### config.mk
export PLATFORM = sky130hd
export DESIGN_NAME = modified_clock_page_replacement_unit
export DESIGN_NICKNAME = d
export VERILOG_FILES = /design/src/rtl/core/mcpr_pkg.sv /design/src/rtl/core/mcpr_dp.sv /design/src/rtl/core/mcpr_ctrl.sv /design/src/rtl/core/modified_clock_page_replacement_unit.sv
export SDC_FILE = /design/constraint.sdc
export NUM_CORES = 1
export LEC_CHECK = 0
export BUFFER_PORTS_ARGS = -buffer_cell sky130_fd_sc_hd__buf_2
export CAP_MARGIN = 20
export CORE_AREA = 2 2 233 235
export DETAILED_ROUTE_END_ITERATION = 8
export DIE_AREA = 0 0 235 237
export MAX_ROUTING_LAYER = met4
export PLACE_DENSITY_LB_ADDON = 0.08
export SLEW_MARGIN = 20
export SYNTH_ARGS = -nofsm -noshare
export SYNTH_HDL_FRONTEND = slang
export SYNTH_SLANG_ARGS = --single-unit
### constraint.sdc
create_clock -name clk -period 6.1 [get_ports clk]
set_input_delay 0 -clock clk [delete_from_list [all_inputs] [get_ports clk]]
set_output_delay 0 -clock clk [all_outputs]
set_load 0.03 [all_outputs]
### src/rtl/core/mcpr_pkg.sv
// Shared types, constants and helpers for the modified clock replacement unit.
package mcpr_pkg;

    localparam int WS_SLOTS  = 16;
    localparam int SLOT_W    = 4;
    localparam int LIM_W     = 5;
    localparam int PAGE_BITS = 20;

    // Commands from the controller to the datapath.
    localparam logic [3:0] OP_NONE      = 4'd0;
    localparam logic [3:0] OP_LATCH     = 4'd1;
    localparam logic [3:0] OP_LK_START  = 4'd2;
    localparam logic [3:0] OP_LK_NEXT   = 4'd3;
    localparam logic [3:0] OP_HIT       = 4'd4;
    localparam logic [3:0] OP_MISS      = 4'd5;
    localparam logic [3:0] OP_FILL      = 4'd6;
    localparam logic [3:0] OP_SRCH_INIT = 4'd7;
    localparam logic [3:0] OP_SRCH_STEP = 4'd8;
    localparam logic [3:0] OP_EVICT     = 4'd9;
    localparam logic [3:0] OP_PUBLISH   = 4'd10;

    localparam logic FUNC_ACCESS = 1'b0;
    localparam logic FUNC_FAULT  = 1'b1;

    typedef struct packed {
        logic                 func;
        logic [PAGE_BITS-1:0] page;
        logic                 is_write;
    } in_item_t;

    typedef struct packed {
        logic                 hit;
        logic                 evicted;
        logic [PAGE_BITS-1:0] victim_page;
        logic                 victim_dirty;
        logic [SLOT_W-1:0]    slot;
    } out_item_t;

    typedef struct packed {
        logic [3:0] op;
    } cmd_t;

    typedef struct packed {
        logic func;
        logic free_found;
        logic lk_match;
        logic lk_last;
        logic srch_found;
        logic srch_pass_end;
        logic srch_pass_last;
        logic out_free;
    } stat_t;

    // Slot after the given one, wrapping at the working set limit.
    function automatic logic [SLOT_W-1:0] next_slot(input logic [SLOT_W-1:0] s,
                                                    input logic [LIM_W-1:0]  lim);
        logic [LIM_W-1:0] inc;
        inc = {1'b0, s} + LIM_W'(1);
        return (inc >= lim) ? '0 : inc[SLOT_W-1:0];
    endfunction

endpackage

### src/rtl/core/mcpr_dp.sv
// Datapath: tag memory, slot marks, clock hand, search counters and result registers.
module mcpr_dp (
    input  logic                          clk,
    input  logic                          rst_n,
    input  mcpr_pkg::cmd_t                cmd,
    output mcpr_pkg::stat_t               stat,
    input  mcpr_pkg::in_item_t            in_data,
    input  logic                          cfg_we,
    input  logic [mcpr_pkg::LIM_W-1:0]    cfg_data,
    output logic                          out_valid,
    input  logic                          out_stall,
    output mcpr_pkg::out_item_t           out_data
);

    logic [mcpr_pkg::LIM_W-1:0]     ws_limit_reg;
    logic [mcpr_pkg::WS_SLOTS-1:0]  valid_reg;
    logic [mcpr_pkg::WS_SLOTS-1:0]  used_reg;
    logic [mcpr_pkg::WS_SLOTS-1:0]  dirty_reg;
    logic [mcpr_pkg::SLOT_W-1:0]    hand_reg;
    logic [mcpr_pkg::SLOT_W-1:0]    idx_reg;
    logic [mcpr_pkg::SLOT_W-1:0]    start_reg;
    logic [mcpr_pkg::SLOT_W-1:0]    cnt_reg;
    logic [1:0]                     pass_reg;
    logic                           out_valid_reg;
    mcpr_pkg::in_item_t             item_reg;
    mcpr_pkg::out_item_t            res_reg;
    mcpr_pkg::out_item_t            out_reg;

    logic [mcpr_pkg::PAGE_BITS-1:0] tag_mem [mcpr_pkg::WS_SLOTS];
    logic [mcpr_pkg::PAGE_BITS-1:0] rdata_reg;
    logic                           tag_we;
    logic [mcpr_pkg::SLOT_W-1:0]    tag_waddr;

    logic [mcpr_pkg::LIM_W-1:0]     lim;
    logic [mcpr_pkg::SLOT_W-1:0]    free_idx;
    logic                           free_found;
    logic [mcpr_pkg::SLOT_W-1:0]    start;
    logic                           srch_found;
    logic                           pass_end;

    always_comb
    begin
        if (ws_limit_reg == '0)
            lim = mcpr_pkg::LIM_W'(1);
        else if (ws_limit_reg > mcpr_pkg::LIM_W'(mcpr_pkg::WS_SLOTS))
            lim = mcpr_pkg::LIM_W'(mcpr_pkg::WS_SLOTS);
        else
            lim = ws_limit_reg;
    end

    // Lowest empty slot inside the working set.
    always_comb
    begin
        free_found = 1'b0;
        free_idx   = '0;
        for (int i = 0; i < mcpr_pkg::WS_SLOTS; i++)
        begin
            if (!free_found && (mcpr_pkg::LIM_W'(i) < lim) && !valid_reg[i])
            begin
                free_found = 1'b1;
                free_idx   = mcpr_pkg::SLOT_W'(i);
            end
        end
    end

    assign start      = ({1'b0, hand_reg} < lim) ? hand_reg : '0;
    // Pass one wants neither mark set; pass two only needs the used mark clear.
    assign srch_found = pass_reg[0] ? !used_reg[idx_reg]
                                    : (!used_reg[idx_reg] && !dirty_reg[idx_reg]);
    assign pass_end   = ({1'b0, cnt_reg} == (lim - mcpr_pkg::LIM_W'(1)));

    assign stat.func           = item_reg.func;
    assign stat.free_found     = free_found;
    assign stat.lk_match       = valid_reg[idx_reg] && (rdata_reg == item_reg.page);
    assign stat.lk_last        = (({1'b0, idx_reg} + mcpr_pkg::LIM_W'(1)) >= lim);
    assign stat.srch_found     = srch_found;
    assign stat.srch_pass_end  = pass_end;
    assign stat.srch_pass_last = (pass_reg == 2'd3);
    assign stat.out_free       = !out_valid_reg || !out_stall;

    assign tag_we    = (cmd.op == mcpr_pkg::OP_FILL) || (cmd.op == mcpr_pkg::OP_EVICT);
    assign tag_waddr = (cmd.op == mcpr_pkg::OP_FILL) ? free_idx : idx_reg;

    always_ff @(posedge clk)
    begin
        if (tag_we)
            tag_mem[tag_waddr] <= item_reg.page;
        rdata_reg <= tag_mem[idx_reg];
    end

    always_ff @(posedge clk)
    begin
        unique case (cmd.op)
            mcpr_pkg::OP_LATCH:
                item_reg <= in_data;
            mcpr_pkg::OP_HIT:
                res_reg <= '{hit: 1'b1, slot: idx_reg, default: '0};
            mcpr_pkg::OP_MISS:
                res_reg <= '0;
            mcpr_pkg::OP_FILL:
                res_reg <= '{slot: free_idx, default: '0};
            mcpr_pkg::OP_EVICT:
                res_reg <= '{hit:          1'b0,
                             evicted:      1'b1,
                             victim_page:  rdata_reg,
                             victim_dirty: dirty_reg[idx_reg],
                             slot:         idx_reg};
            mcpr_pkg::OP_PUBLISH:
                out_reg <= res_reg;
            default:
            begin
            end
        endcase
    end

    always_ff @(posedge clk or negedge rst_n)
    begin
        if (!rst_n)
        begin
            ws_limit_reg  <= mcpr_pkg::LIM_W'(mcpr_pkg::WS_SLOTS);
            valid_reg     <= '0;
            used_reg      <= '0;
            dirty_reg     <= '0;
            hand_reg      <= '0;
            idx_reg       <= '0;
            start_reg     <= '0;
            cnt_reg       <= '0;
            pass_reg      <= '0;
            out_valid_reg <= 1'b0;
        end
        else
        begin
            if (cfg_we)
                ws_limit_reg <= cfg_data;

            if (cmd.op == mcpr_pkg::OP_PUBLISH)
                out_valid_reg <= 1'b1;
            else if (out_valid_reg && !out_stall)
                out_valid_reg <= 1'b0;

            unique case (cmd.op)
                mcpr_pkg::OP_LK_START:
                    idx_reg <= '0;
                mcpr_pkg::OP_LK_NEXT:
                    idx_reg <= idx_reg + mcpr_pkg::SLOT_W'(1);
                mcpr_pkg::OP_HIT:
                begin
                    used_reg[idx_reg] <= 1'b1;
                    if (item_reg.is_write)
                        dirty_reg[idx_reg] <= 1'b1;
                end
                mcpr_pkg::OP_FILL:
                begin
                    valid_reg[free_idx] <= 1'b1;
                    used_reg[free_idx]  <= 1'b0;
                    dirty_reg[free_idx] <= 1'b0;
                    hand_reg            <= mcpr_pkg::next_slot(free_idx, lim);
                end
                mcpr_pkg::OP_SRCH_INIT:
                begin
                    idx_reg   <= start;
                    start_reg <= start;
                    cnt_reg   <= '0;
                    pass_reg  <= '0;
                end
                mcpr_pkg::OP_SRCH_STEP:
                begin
                    if (pass_reg[0] && used_reg[idx_reg])
                        used_reg[idx_reg] <= 1'b0;
                    if (!srch_found)
                    begin
                        if (pass_end)
                        begin
                            // A failed pass restarts at the start slot; a failed final pass leaves it as victim.
                            idx_reg  <= start_reg;
                            cnt_reg  <= '0;
                            pass_reg <= pass_reg + 2'd1;
                        end
                        else
                        begin
                            idx_reg <= mcpr_pkg::next_slot(idx_reg, lim);
                            cnt_reg <= cnt_reg + mcpr_pkg::SLOT_W'(1);
                        end
                    end
                end
                mcpr_pkg::OP_EVICT:
                begin
                    valid_reg[idx_reg] <= 1'b1;
                    used_reg[idx_reg]  <= 1'b0;
                    dirty_reg[idx_reg] <= 1'b0;
                    hand_reg           <= mcpr_pkg::next_slot(idx_reg, lim);
                end
                default:
                begin
                end
            endcase
        end
    end

    assign out_valid = out_valid_reg;
    assign out_data  = out_reg;

endmodule

### src/rtl/core/mcpr_ctrl.sv
// Controller state machine that sequences lookups, fills and the clock search.
module mcpr_ctrl (
    input  logic            clk,
    input  logic            rst_n,
    input  logic            in_valid,
    output logic            in_stall,
    input  mcpr_pkg::stat_t stat,
    output mcpr_pkg::cmd_t  cmd
);

    localparam logic [2:0] ST_IDLE     = 3'd0;
    localparam logic [2:0] ST_DISPATCH = 3'd1;
    localparam logic [2:0] ST_LK_RD    = 3'd2;
    localparam logic [2:0] ST_LK_CMP   = 3'd3;
    localparam logic [2:0] ST_SEARCH   = 3'd4;
    localparam logic [2:0] ST_V_RD     = 3'd5;
    localparam logic [2:0] ST_V_WR     = 3'd6;
    localparam logic [2:0] ST_FINISH   = 3'd7;

    logic [2:0] state_reg;
    logic [2:0] state_next;

    assign in_stall = (state_reg != ST_IDLE);

    always_comb
    begin
        state_next = state_reg;
        cmd.op     = mcpr_pkg::OP_NONE;
        unique case (state_reg)
            ST_IDLE:
            begin
                if (in_valid)
                begin
                    cmd.op     = mcpr_pkg::OP_LATCH;
                    state_next = ST_DISPATCH;
                end
            end
            ST_DISPATCH:
            begin
                if (stat.func == mcpr_pkg::FUNC_ACCESS)
                begin
                    cmd.op     = mcpr_pkg::OP_LK_START;
                    state_next = ST_LK_RD;
                end
                else if (stat.free_found)
                begin
                    cmd.op     = mcpr_pkg::OP_FILL;
                    state_next = ST_FINISH;
                end
                else
                begin
                    cmd.op     = mcpr_pkg::OP_SRCH_INIT;
                    state_next = ST_SEARCH;
                end
            end
            ST_LK_RD:
                state_next = ST_LK_CMP;
            ST_LK_CMP:
            begin
                priority if (stat.lk_match)
                begin
                    cmd.op     = mcpr_pkg::OP_HIT;
                    state_next = ST_FINISH;
                end
                else if (stat.lk_last)
                begin
                    cmd.op     = mcpr_pkg::OP_MISS;
                    state_next = ST_FINISH;
                end
                else
                begin
                    cmd.op     = mcpr_pkg::OP_LK_NEXT;
                    state_next = ST_LK_RD;
                end
            end
            ST_SEARCH:
            begin
                cmd.op = mcpr_pkg::OP_SRCH_STEP;
                if (stat.srch_found || (stat.srch_pass_end && stat.srch_pass_last))
                    state_next = ST_V_RD;
            end
            ST_V_RD:
                state_next = ST_V_WR;
            ST_V_WR:
            begin
                cmd.op     = mcpr_pkg::OP_EVICT;
                state_next = ST_FINISH;
            end
            ST_FINISH:
            begin
                if (stat.out_free)
                begin
                    cmd.op     = mcpr_pkg::OP_PUBLISH;
                    state_next = ST_IDLE;
                end
            end
            default:
                state_next = ST_IDLE;
        endcase
    end

    always_ff @(posedge clk or negedge rst_n)
    begin
        if (!rst_n)
            state_reg <= ST_IDLE;
        else
            state_reg <= state_next;
    end

endmodule

### src/rtl/core/modified_clock_page_replacement_unit.sv
// Top level of the modified clock (enhanced second chance) page replacement unit.
//
// The unit takes one request at a time and returns one result for it. An access
// compares the working set tags one slot at a time through the single tag memory
// read port, reading each slot in LK_RD and comparing it in LK_CMP. A fault with
// an empty slot fills the lowest empty slot without a search. A fault on a full set
// runs the clock search at one slot per cycle, at most three full passes over the
// limit and the first slot of a fourth, then reads the victim tag. A stalled output
// holds a finished request until the previous result is taken. A finished result
// waits in an output register while the next request is already accepted. The user
// must write ws_limit only while the unit is idle; the unit itself does not enforce
// it. A limit written while idle takes effect for the next request.
module modified_clock_page_replacement_unit (
    input  logic                          clk,
    input  logic                          rst_n,
    input  logic                          in_valid,
    output logic                          in_stall,
    input  mcpr_pkg::in_item_t            in_data,
    output logic                          out_valid,
    input  logic                          out_stall,
    output mcpr_pkg::out_item_t           out_data,
    input  logic                          cfg_valid,
    output logic                          cfg_ready,
    input  logic [mcpr_pkg::LIM_W-1:0]    cfg_data
);

    mcpr_pkg::cmd_t  cmd;
    mcpr_pkg::stat_t stat;

    assign cfg_ready = 1'b1;

    mcpr_ctrl u_ctrl (
        .clk      (clk),
        .rst_n    (rst_n),
        .in_valid (in_valid),
        .in_stall (in_stall),
        .stat     (stat),
        .cmd      (cmd)
    );

    mcpr_dp u_dp (
        .clk       (clk),
        .rst_n     (rst_n),
        .cmd       (cmd),
        .stat      (stat),
        .in_data   (in_data),
        .cfg_we    (cfg_valid && cfg_ready),
        .cfg_data  (cfg_data),
        .out_valid (out_valid),
        .out_stall (out_stall),
        .out_data  (out_data)
    );

    // An accepted request keeps the unit busy for at least the next cycle.
    a_busy_after_accept: assert property (@(posedge clk) disable iff (!rst_n)
        (in_valid && !in_stall) |=> in_stall)
        else $error("unit not busy after accepting a request");

    // A new result appears only at the end of work on a request.
    a_result_from_work: assert property (@(posedge clk) disable iff (!rst_n)
        $rose(out_valid) |-> $past(in_stall))
        else $error("result appeared without a request in progress");

    a_hit_not_evict: assert property (@(posedge clk) disable iff (!rst_n)
        out_valid |-> !(out_data.hit && out_data.evicted))
        else $error("result is both hit and eviction");

    a_victim_zero: assert property (@(posedge clk) disable iff (!rst_n)
        (out_valid && !out_data.evicted) |->
            (out_data.victim_page == '0 && !out_data.victim_dirty))
        else $error("victim fields set without an eviction");

endmodule
; ---- Yosys cells after proc, flatten, opt, wreduce, memory -nomap -nowiden
; Memory sizes are Yosys's and may differ from the RTL's. A register that Yosys moved wholly into a read port is not among the register bits.
; Index checks and enable logic that the tools add are counted.
; W data, S select, Z words.
[op_classes]
bitwise_logic = 10
eq_ne = 27
reduce_logical = 92
order_cmp = 24
muxes = 83
addsub = 6
[ops]
columns = cell, n
row1 = $pmux W27 S4, 1
row2 = $mux W4, 19
row3 = $and A16 B16 Y16, 4
row4 = $or A16 B16 Y16, 4
row5 = $pmux W16 S4, 1
row6 = $pmux W16 S3, 1
row7 = $lt A4 B5 Y1 const A, 8
row8 = $logic_and A1 B1 Y1, 38
row9 = $logic_not A1 Y1, 35
row10 = $mux W3, 11
row11 = $mux W16, 2
row12 = $not A16 Y16, 2
row13 = $pmux W16 S2, 1
row14 = $mux W1, 29
row15 = $pmux W3 S8, 1
row16 = $pmux W4 S6, 1
row17 = $eq A20 B20 Y1, 1
row18 = $lt A3 B5 Y1 const A, 4
row19 = $eq A4 B3 Y1 const B, 4
row20 = $pmux W4 S2, 2
row21 = $pmux W4 S4, 1
row22 = $bmux W1 S4, 3
row23 = $eq A3 B3 Y1 const B, 4
row24 = $eq A4 B4 Y1 const B, 3
row25 = other kinds (31), 62
[word_totals]
ram_bits = 320
memories = 1
elab_cells = 267
output_inout_bits = 30
ff_bits = 151
[memory_table]
columns = memory, depth, word_bits, rd, rd_clocked_by_memory_dff, write_ports, line_no
row1 = u_dp.tag_mem, 16, 20, 1, 1, 1, mcpr_dp.sv:29  ; logic [mcpr_pkg::PAGE_BITS-1:0] tag_mem [mcpr_pkg::WS_SLOTS];

; ---- Depth between registers and ports, before layout
; Gate-level depths: netlist (run 1).
[depth]
ltp_word = 73
ltp_mapped = 21
depth_no_buf = 18

; ---- Modules after synthesis
; Synthesis (run 1) repeated with hierarchy kept, for this count alone.
[unflattened]
hier_cells = 1222
area_unflattened_um2 = 20583.5
[modules_own_cells]
columns = module, instances, area_each_um2, cells_per_inst
row1 = mcpr_dp, 1, 20282.0, 1183
row2 = mcpr_ctrl, 1, 290.3, 37
row3 = modified_clock_page_replacement_unit, 1, 11.3, 2

; ---- Worst setup path before layout (run 1)
; OpenSTA, ideal clock, no wires.
[synth_timing]
kind = register to register
start = register u_dp.ws_limit_reg[4] in the netlist's numbering
end = memory u_dp.tag_mem[15][0] in the netlist's numbering (enable)
slack_ps = 1618
path_stages_with_launch = 13
synth_period_minus_slack_ps = 4482
setup_time_ps = 422
arrival_time_ps = 4060
path_buffers = 2
cell_sequence = dfstp_2 buf_6 buf_6 clkinv_1 nand2_1 ha_1 nor4b_2 o21a_1 nand2b_2 or4_4 nand2_1 a211oi_1 nor3_1
[synth_via]
elab_chain_cells = 73
[synth_rtl]
columns = item, line_no
row1 = from (decl), mcpr_dp.sv:15  ; logic [mcpr_pkg::LIM_W-1:0] ws_limit_reg;
row2 = from (signal assigned), mcpr_dp.sv:120  ; ws_limit_reg <= mcpr_pkg::LIM_W'(mcpr_pkg::WS_SLOTS);
row3 = from (signal assigned), mcpr_dp.sv:134  ; ws_limit_reg <= cfg_data;
row4 = $gt A5 B5 Y1, mcpr_dp.sv:45  ; else if (ws_limit_reg > mcpr_pkg::LIM_W'(mcpr_pkg::WS_SLOTS))
row5 = $mux W5, mcpr_dp.sv:45
row6 = $mux W5 *, mcpr_dp.sv:43  ; if (ws_limit_reg == '0)
row7 = $lt A1 B5 Y1, mcpr_dp.sv:58  ; if (!free_found && (mcpr_pkg::LIM_W'(i) < lim) && !valid_reg[i])
row8 = $logic_and A1 B1 Y1, mcpr_dp.sv:58
row9 = $mux W1, mcpr_dp.sv:58
row10 = $logic_not A1 Y1, mcpr_dp.sv:58
row11 = $logic_and A1 B1 Y1 (2 in a row), mcpr_dp.sv:58
row12 = [... 56 more ...], -
row13 = $mux W1, mcpr_dp.sv:58
row14 = $mux W1, mcpr_ctrl.sv:45  ; else if (stat.free_found)
row15 = $mux W4, mcpr_ctrl.sv:40  ; if (stat.func == mcpr_pkg::FUNC_ACCESS)
row16 = $pmux W4 S6, mcpr_ctrl.sv:29  ; unique case (state_reg)
row17 = $eq A4 B3 Y1 or $eq A4 B4 Y1 (tied branches), "mcpr_dp.sv:81, mcpr_dp.sv:82"
row18 = $logic_or A1 B1 Y1, mcpr_dp.sv:81  ; assign tag_we = (cmd.op == mcpr_pkg::OP_FILL) || (cmd.op == mcpr_pkg::OP_EVICT);
row19 = $mux W1, mcpr_dp.sv:86  ; if (tag_we)
row20 = $mux W1 (not written as such), mcpr_dp.sv:87  ; tag_mem[tag_waddr] <= item_reg.page;
row21 = to (decl), mcpr_dp.sv:29
; Every way passes the cells marked *; elsewhere a longest branch is shown, timed or not.

; ---- Worst setup path after layout (run 1)
[layout_timing]
start = register u_dp.ws_limit_reg[4] in the netlist's numbering
end = register u_dp.hand_reg[3] in the netlist's numbering
[layout_via]
elab_chain_cells = 71
[layout_rtl]
columns = item, line_no
row1 = $gt A5 B5 Y1, mcpr_dp.sv:45
row2 = $mux W5, mcpr_dp.sv:45
row3 = $mux W5 *, mcpr_dp.sv:43
row4 = "parallel branches: the longest is 68 deep, another holds $lt A1 B5 Y1", -
row5 = to (signal assigned), mcpr_dp.sv:157  ; hand_reg <= mcpr_pkg::next_slot(free_idx, lim);
row6 = to (signal assigned), mcpr_dp.sv:191  ; hand_reg <= mcpr_pkg::next_slot(idx_reg, lim);
row7 = to (decl), mcpr_dp.sv:19  ; logic [mcpr_pkg::SLOT_W-1:0] hand_reg;
; Every way passes the cells marked *.
; A chain may end at the register's enable or synchronous reset.

==> results of run 1 <==
[metal layers]
metal | vias up | GRT usage, %
met2 | 389 | 29.30
met5 | - | -
li1 | 5127 | -
met4 | 0 | 4.891
met3 | 76 | 3.742
met1 | 6128 | 30.22
[worst min path at each step]
| stage | slack [ns] | startpoint | endpoint | depth (start not counted) |
|---|---|---|---|---|
| 3_3_place_gp | 0.18 | in_data[13] | u_dp.item_reg[13]$_DFFE_PN_ | 1 |
| 5_1_grt | 0.06 | rst_n | u_dp.cnt_reg[3]$_DFFE_PN0P_ | 2 |
| 2_1_floorplan | -0.30 | rst_n | u_ctrl.state_reg[0]$_DFFE_PN0P_ | 0 |
| 3_5_place_dp | 0.18 | in_data[16] | u_dp.item_reg[16]$_DFFE_PN_ | 1 |
| 6_report | -0.01 | rst_n | u_dp.out_valid$_DFFE_PN0P_ | 2 |
| 4_1_cts | 0.04 | in_data[7] | u_dp.item_reg[7]$_DFFE_PN_ | 2 |
[layout make-up]
| cell class | instances | area (sq um) |
|---|---|---|
| Timing Repair Buffer | 134 | 982.2 |
| Clock buffer | 69 | 1449 |
| Sequential cell | 491 | 14180 |
| Fill cell | 4615 | 29170 |
| Multi-Input combinational cell | 627 | 6127 |
| Inverter | 21 | 78.83 |
| Tap cell | 696 | 870.8 |
| Clock inverter | 33 | 427.9 |
[cell usage in the layout, fill, tap and decap left out, types with 34 or more instances in the layout]
cell,count
edfxtp_1,396
mux4_2,112
dfrtp_1,70
buf_2,59
clkbuf_16,55
nand2_1,54
nor2_1,53
dlygate4sd3_1,38
a21oi_1,35
buf_4,34
[timing repair]
item                      in CTS  in global routing
hold buffers                  38                  0
setup buffers                  0                  0
hold endpoints to repair     132                  0
[logic make-up after synthesis]
| family | count (synthesis) | share of synthesized area (%) |
|---|---|---|
| other | 1 | 0.01822 |
| muxes | 122 | 12.78 |
| AOI/OAI and AO/OA | 195 | 7.172 |
| xor gates and xnor gates | 26 | 1.106 |
| DFF | 491 | 68.83 |
| buffers and inverters | 85 | 1.884 |
| adders and majority gates | 25 | 1.519 |
| and+or+nand+nor | 258 | 6.692 |
[power breakdown]
group / switching (mW) / internal [mW] / total, mW
clock: 1.39 / 2.03 / 3.42
sequential: 0.300 / 4.07 / 4.37
combinational: 1.36 / 0.849 / 2.21
total: 3.04 / 6.95 / 9.99
[through the flow]
stage | instances | setup WS [ns]
CTS | 2071 | 0.8744
detailed placement | 1931 | 0.8885
global placement | 1931 | 1.055
floorplan | 1203 | 1.618
global route | 2071 | 0.3284
finish | 2071 | 0.8142
==> results.md, run 1 <==
- Pwr Density: 414.4 mW/mm^2
- Seq/Total Area, Yosys: 68.83%
- Area share of the largest cell type after synthesis: 57.76%
- Largest register FFs: 320
- Initial core utilization: 38.64%
- Slew margin rel.: about a quarter
- Syn Nets: 1260
- Total Power: about 10 mW
- Reg2reg end: u_dp.hand_reg[3]$_DFFE_PN0N_
- Share of layout cells above drive strength 1: 25.60%
- Slew Limit Fails: 0
- Final GP Congestion: around 0.86
- Reg clk slew, reported paths: 0.06 ns
- Final core occ: ~45%
- Die Height: 237 microns
- Hold Slack: -0.01161 ns
- Fin area: 0.02412 sq mm
- Required @ worst endpoint: 6.62 ns
- DRT met1 WL: 25990 microns
- Post-DP HPWL: 33400 microns
- Critical path origin: u_dp.ws_limit_reg[4]$_DFFE_PN1P_
- R2R setup slack: 0.81 ns
- First-pass GRT wire length: a little over 80000 microns
- Reg2reg start: u_dp.ws_limit_reg[4]$_DFFE_PN1P_
- CP endpoint: u_dp.hand_reg[3]$_DFFE_PN0N_
- Post-CTS Resized: 0
- DP Area: about 0.022 sq mm
- Setup CP Type: reg2reg
- Slew @ Worst Pin: 1.119 ns
- DIE AREA: about 0.056 sq mm
- Status: finished, violations left
- Diode count: 0
- Avg Synthesized Cell Area: 17.11 sq um
- Crit-path max FO: 16
- Max incr delay on CP: 0.77 ns
- Clock skew: approximately 0.016 ns
- Buffers on Ports: 60
- Yosys top cell by area: edfxtp_1
- NumNets Final: approximately 1400
- Top_reg_cell synth: edfxtp_1
- CP Buf/Inv Count: 3
- Number of enable flip-flop cells after synthesis: between 300 and 400
- Drt drc: 0
- Vias in the first global route: around 12000
- CP Capture Type: flip-flop
- Synth warnings: 0
- Most used cell, CP: ha_1
- Fin crit share: 86.65%
- Top cells by instance count after synthesis: edfxtp_1 (396), mux4_2 (112), dfrtp_1 (74)
- Failing checks: negative hold slack
- Yosys cell types: 88
- Fmax: 189.2 MHz
- Max-cap violations: 0
- Met2 routed WL: 24040 microns
- Most frequent cell after synthesis: edfxtp_1
- Root Driver: clkbuf_16
- Highest routed layer: met4
- Critical-path cell list: clkinv_1, o21ai_2, inv_1, ha_1, nor4b_2, o21ai_0, a21oi_1, a22o_1, nor3_1, inv_1, ha_1, xnor2_1, ha_1, a21o_1, a21oi_1, nor2b_1, or3_1, o31ai_1
- All-Layer GR Usage: 20.44%
- Critical-path top delay cell: dfstp_2
- Core Region: between 0.05 and 0.06 sq mm
- Initial antenna violation count: 3
- Delay-heaviest family, CP: compound AO/OA/AOI/OAI gates
- Hold crit path type: in2async
- CTS tree: done
- Mapped Area: just over 0.02 sq mm
- Synth async-reset ratio: 15.27%
- Stages on the worst setup path: 18
- Worst skew pair latency: 0.62 ns
- Post-DR vias/cell: 5.659
- Total negative slack: 0 ns
- Cell leakage power: 8.285 nW
- Total wire length: approximately 55000 microns
- Die W: ~240 microns
- TritonCTS buffer count: 54
- Syn Inst Count: roughly 1200
- CTS sink count: 491
- Minimum clock period: between 5 and 6 ns
- Number of synthesized register bits: 491
- Htree depth: 2
- Top Ports: 62
- DR pass1 iterations: 5
- RSZ-0062 raised after global routing: no
- Setup violators final: 0
- Initial DRC Count: 1144
- Synth-to-Final Area Change: 17.15%
- GR Overflow Total: 0
- Met3 wire length: roughly 3500 microns
- DR vias: 11720
- CP startpoint kind: flip-flop
- Post-route ant nets: 0
- Clock Tree Buf Depth: 3
- IR Drop Worst-Case VDD: around 0.00021 V
- Worst EP arrival: 5.81 ns
- Cells on worst reg2reg path: 18
- Avg WL per Cell: 26.33 microns
- Largest cells by area after synthesis: edfxtp_1 (58%), mux4_2 (12%), dfrtp_1 (9.0%)
- Row count: 85
- Largest net degree at the start of global routing: 89
- Final Hold Fails: 2
(Power assumes the default switching activity.)
==> inputs of run 2 (changes only) <==
--- a/config.mk
+++ b/config.mk
@@ -5,11 +5,12 @@
 export SDC_FILE = /design/constraint.sdc
 export NUM_CORES = 1
 export LEC_CHECK = 0
+export ABC_AREA = 1
 export BUFFER_PORTS_ARGS = -buffer_cell sky130_fd_sc_hd__buf_2
 export CAP_MARGIN = 20
-export CORE_AREA = 2 2 233 235
+export CORE_AREA = 2 2 235 237
 export DETAILED_ROUTE_END_ITERATION = 8
-export DIE_AREA = 0 0 235 237
+export DIE_AREA = 0 0 237 239
 export MAX_ROUTING_LAYER = met4
 export PLACE_DENSITY_LB_ADDON = 0.08
 export SLEW_MARGIN = 20
==> run 2 against run 1 <==
The run now ends clean; highest routed layer unchanged; register-to-register slack gained 0.45 ns; largest power group unchanged; fmax grew 9.3%; wire length grew 14%; count of clock-buffer cells in the layout grew 4; synthesized area grew 1.1%; critical endpoint is now u_dp.hand_reg[0]$_DFFE_PN0N_; non-clock buffer count grew 14.
==> results.md, run 2 <==
- Status: finished clean
- Setup violators final: 0
- Yosys cell types: 57
- Commonest non-fill, non-tap cell in the layout: edfxtp_1
- Slew Limit Fails: 0
- Largest cells by area after synthesis: edfxtp_1 (57%), dfrtp_1 (8.9%), o21ai_0 (6.2%)
- R2R setup slack: 1.26 ns
- Fin crit share: 79.29%
- Register area: approximately 0.014 sq mm
- Number of synthesized register bits: 491
- Clock skew: 0.04995 ns
- DR vias: 14590
- Hold crit path type: in2async
- Diode count: 0
- Synth async-reset ratio: 15.27%
- Post-CTS Setup Bufs: 0
- Minimum clock period: 4.836 ns
- Reg2reg end: u_dp.hand_reg[0]$_DFFE_PN0N_
- Seq/Total Area, Yosys: about two thirds
- Max-cap violations: 0
- Most frequent cells in the layout: edfxtp_1 (396), nor2_1 (263), nand2_1 (263)
- Fmax: a little over 200 MHz
- IR Drop Worst-Case VDD: 0.0002815 V
- Reg clk slew, reported paths: 0.06 ns
- TritonCTS buffer count: 55
- Avg Synthesized Cell Area: 11.16 sq um
- Yosys top cell by area: edfxtp_1
- Multi-input gate area: 0.005903 sq mm
- Die W: between 200 and 250 microns
- Fillers: around 5000
- Slew @ Worst Pin: 1.042 ns
- Initial antenna violation count: 0
- Synth-to-Final Area Change: 16.40%
- Critical-path top delay cell: a211oi_1
- Row count: 86
- Avg WL per Cell: roughly 23 microns
- Post-CTS Resized: 0
- Fin area: 0.02424 sq mm
- Most used cell, CP: nand2_1
- Most frequent cell after synthesis: edfxtp_1
- Setup CP Type: reg2reg
- Die Height: 239 microns
- Required @ worst endpoint: between 6 and 7 ns
- CP startpoint kind: flip-flop
- Reg2reg start: u_dp.ws_limit_reg[2]$_DFFE_PN0P_
- GR Overflow Total: 0
- Post-route ant nets: 0
- Hold buffers post-CTS: 39
- DR pass1 iterations: 7
- Worst skew pair latency: 0.64 ns
- Cell leakage power: ~9.1 nW
- CTS sink count: 491
- Share of layout cells above drive strength 1: 12.72%
- Pwr Density: 459.0 mW/mm^2
- Slew margin rel.: 30.51%
- Worst EP arrival: approximately 5.3 ns
- Crit-path max FO: 7
- Post-DP HPWL: 40090 microns
- Cells on worst reg2reg path: 27
- Final Hold Fails: 0
- Initial core utilization: 38.32%
- Htree depth: 2
- Root Driver: clkbuf_16
- CTS tree: done
- NumNets Final: 2041
- Core Region: 0.05434 sq mm
- Drt drc: 0
- Top cells by instance count after synthesis: edfxtp_1 (396), nor2_1 (279), nand2_1 (264)
- Area share of the largest cell type after synthesis: a little under three fifths
- Largest net degree at the start of global routing: 96
- Number of enable flip-flop cells after synthesis: approximately 400
- Total wire length: 62410 microns
- Vias in the first global route: 14460
- Initial DRC Count: 1224
- DP Area: ~0.022 sq mm
- Buffers on Ports: 60
- CP Capture Type: flip-flop
- Final GP Congestion: 0.8905
- Top_reg_cell synth: edfxtp_1
- Total negative slack: 0 ns
- Synth warnings: 0
- First-pass GRT wire length: 93260 microns
- Mapped Area: 0.02082 sq mm
- Largest register FFs: 320
- Clock Tree Buf Depth: 3
- DIE AREA: 0.05664 sq mm
- All-Layer GR Usage: approximately 23%
- Max incr delay on CP: between 0.4 and 0.5 ns
- Syn Nets: 1923
- RSZ-0062 raised after global routing: no
- Syn Inst Count: 1866
- Top Ports: 62
- Post-DR vias/cell: roughly 5.3
[run 2: layer usage]
metal	up-vias	track usage (%)	wire (microns)
li1	6845	-	-
met1	7220	29.92	27980
met2	410	35.83	29170
met3	113	3.349	2911
met4	0	8.592	2349
met5	-	-	0
[run 2: cells by family (layout without fill, tap and decap cells)]
logic type	count (synthesis)	count (layout)	synth area share [%]
AOI/OAI and AO/OA	450	450	12.03
DFF	491	491	68.05
other	1	1	0.01801
buffers and inverters	219	381	4.080
and+or+nand+nor	661	661	13.51
adders and majority gates	25	25	1.502
muxes	1	1	0.05408
xor gates and xnor gates	18	18	0.7571
[run 2: critical path, delay by kind of cell, from the launching register on]
kind | cells | cell delay (ns)
AOI/OAI and AO/OA | 5 | 0.96
adders and majority gates | 3 | 0.88
DFF | 1 | 0.45
and+or+nand+nor | 19 | 2.42
[run 2: worst max-delay path by stage]
stage	from	end	cells past startpoint
3_5_place_dp	u_dp.ws_limit_reg[2]$_DFFE_PN0P_	u_dp.res_reg[22]$_DFFE_PP_	23
6_report	u_dp.ws_limit_reg[2]$_DFFE_PN0P_	u_dp.hand_reg[0]$_DFFE_PN0N_	27
3_3_place_gp	u_dp.ws_limit_reg[2]$_DFFE_PN0P_	u_dp.tag_mem[7][14]$_DFFE_PP_	22
2_1_floorplan	u_dp.ws_limit_reg[2]$_DFFE_PN0P_	u_dp.tag_mem[9][0]$_DFFE_PP_	26
5_1_grt	u_dp.ws_limit_reg[2]$_DFFE_PN0P_	u_dp.hand_reg[0]$_DFFE_PN0N_	29
4_1_cts	u_dp.ws_limit_reg[2]$_DFFE_PN0P_	u_dp.hand_reg[0]$_DFFE_PN0N_	27
[run 2: area by class of cell]
class / count / area share [%]
clock inverters: 28 / 1.032
repair buffers: 148 / 4.409
well taps: 704 / 3.634
flip-flops and latches: 491 / 58.48
clock buffers: 73 / 5.999
inverters: 132 / 2.086
multi-input cells: 1156 / 24.36
[run 2: metrics by stage]
stage / hold WS (ns) / std cells / power [mW] / worst slack, ns / utilization [%]
6_report: 0.01371 / 2732 / 11.13 / 1.264 / 44.60
5_1_grt: 0.04455 / 2732 / 11.69 / 0.7475 / 44.60
4_1_cts: 0.03559 / 2731 / 11.22 / 1.252 / 44.57
3_5_place_dp: 0.1781 / 2591 / 8.006 / 1.282 / 40.72
3_3_place_gp: 0.1779 / 2591 / 8.015 / 1.222 / 40.70
2_1_floorplan: -0.2956 / 1866 / 6.606 / 1.338 / -
[run 2: power by group]
part / switching, mW / internal, mW
registers: 0.270 / 4.14
logic: 2.59 / 0.958
clock network: 1.37 / 1.80
total: 4.22 / 6.90
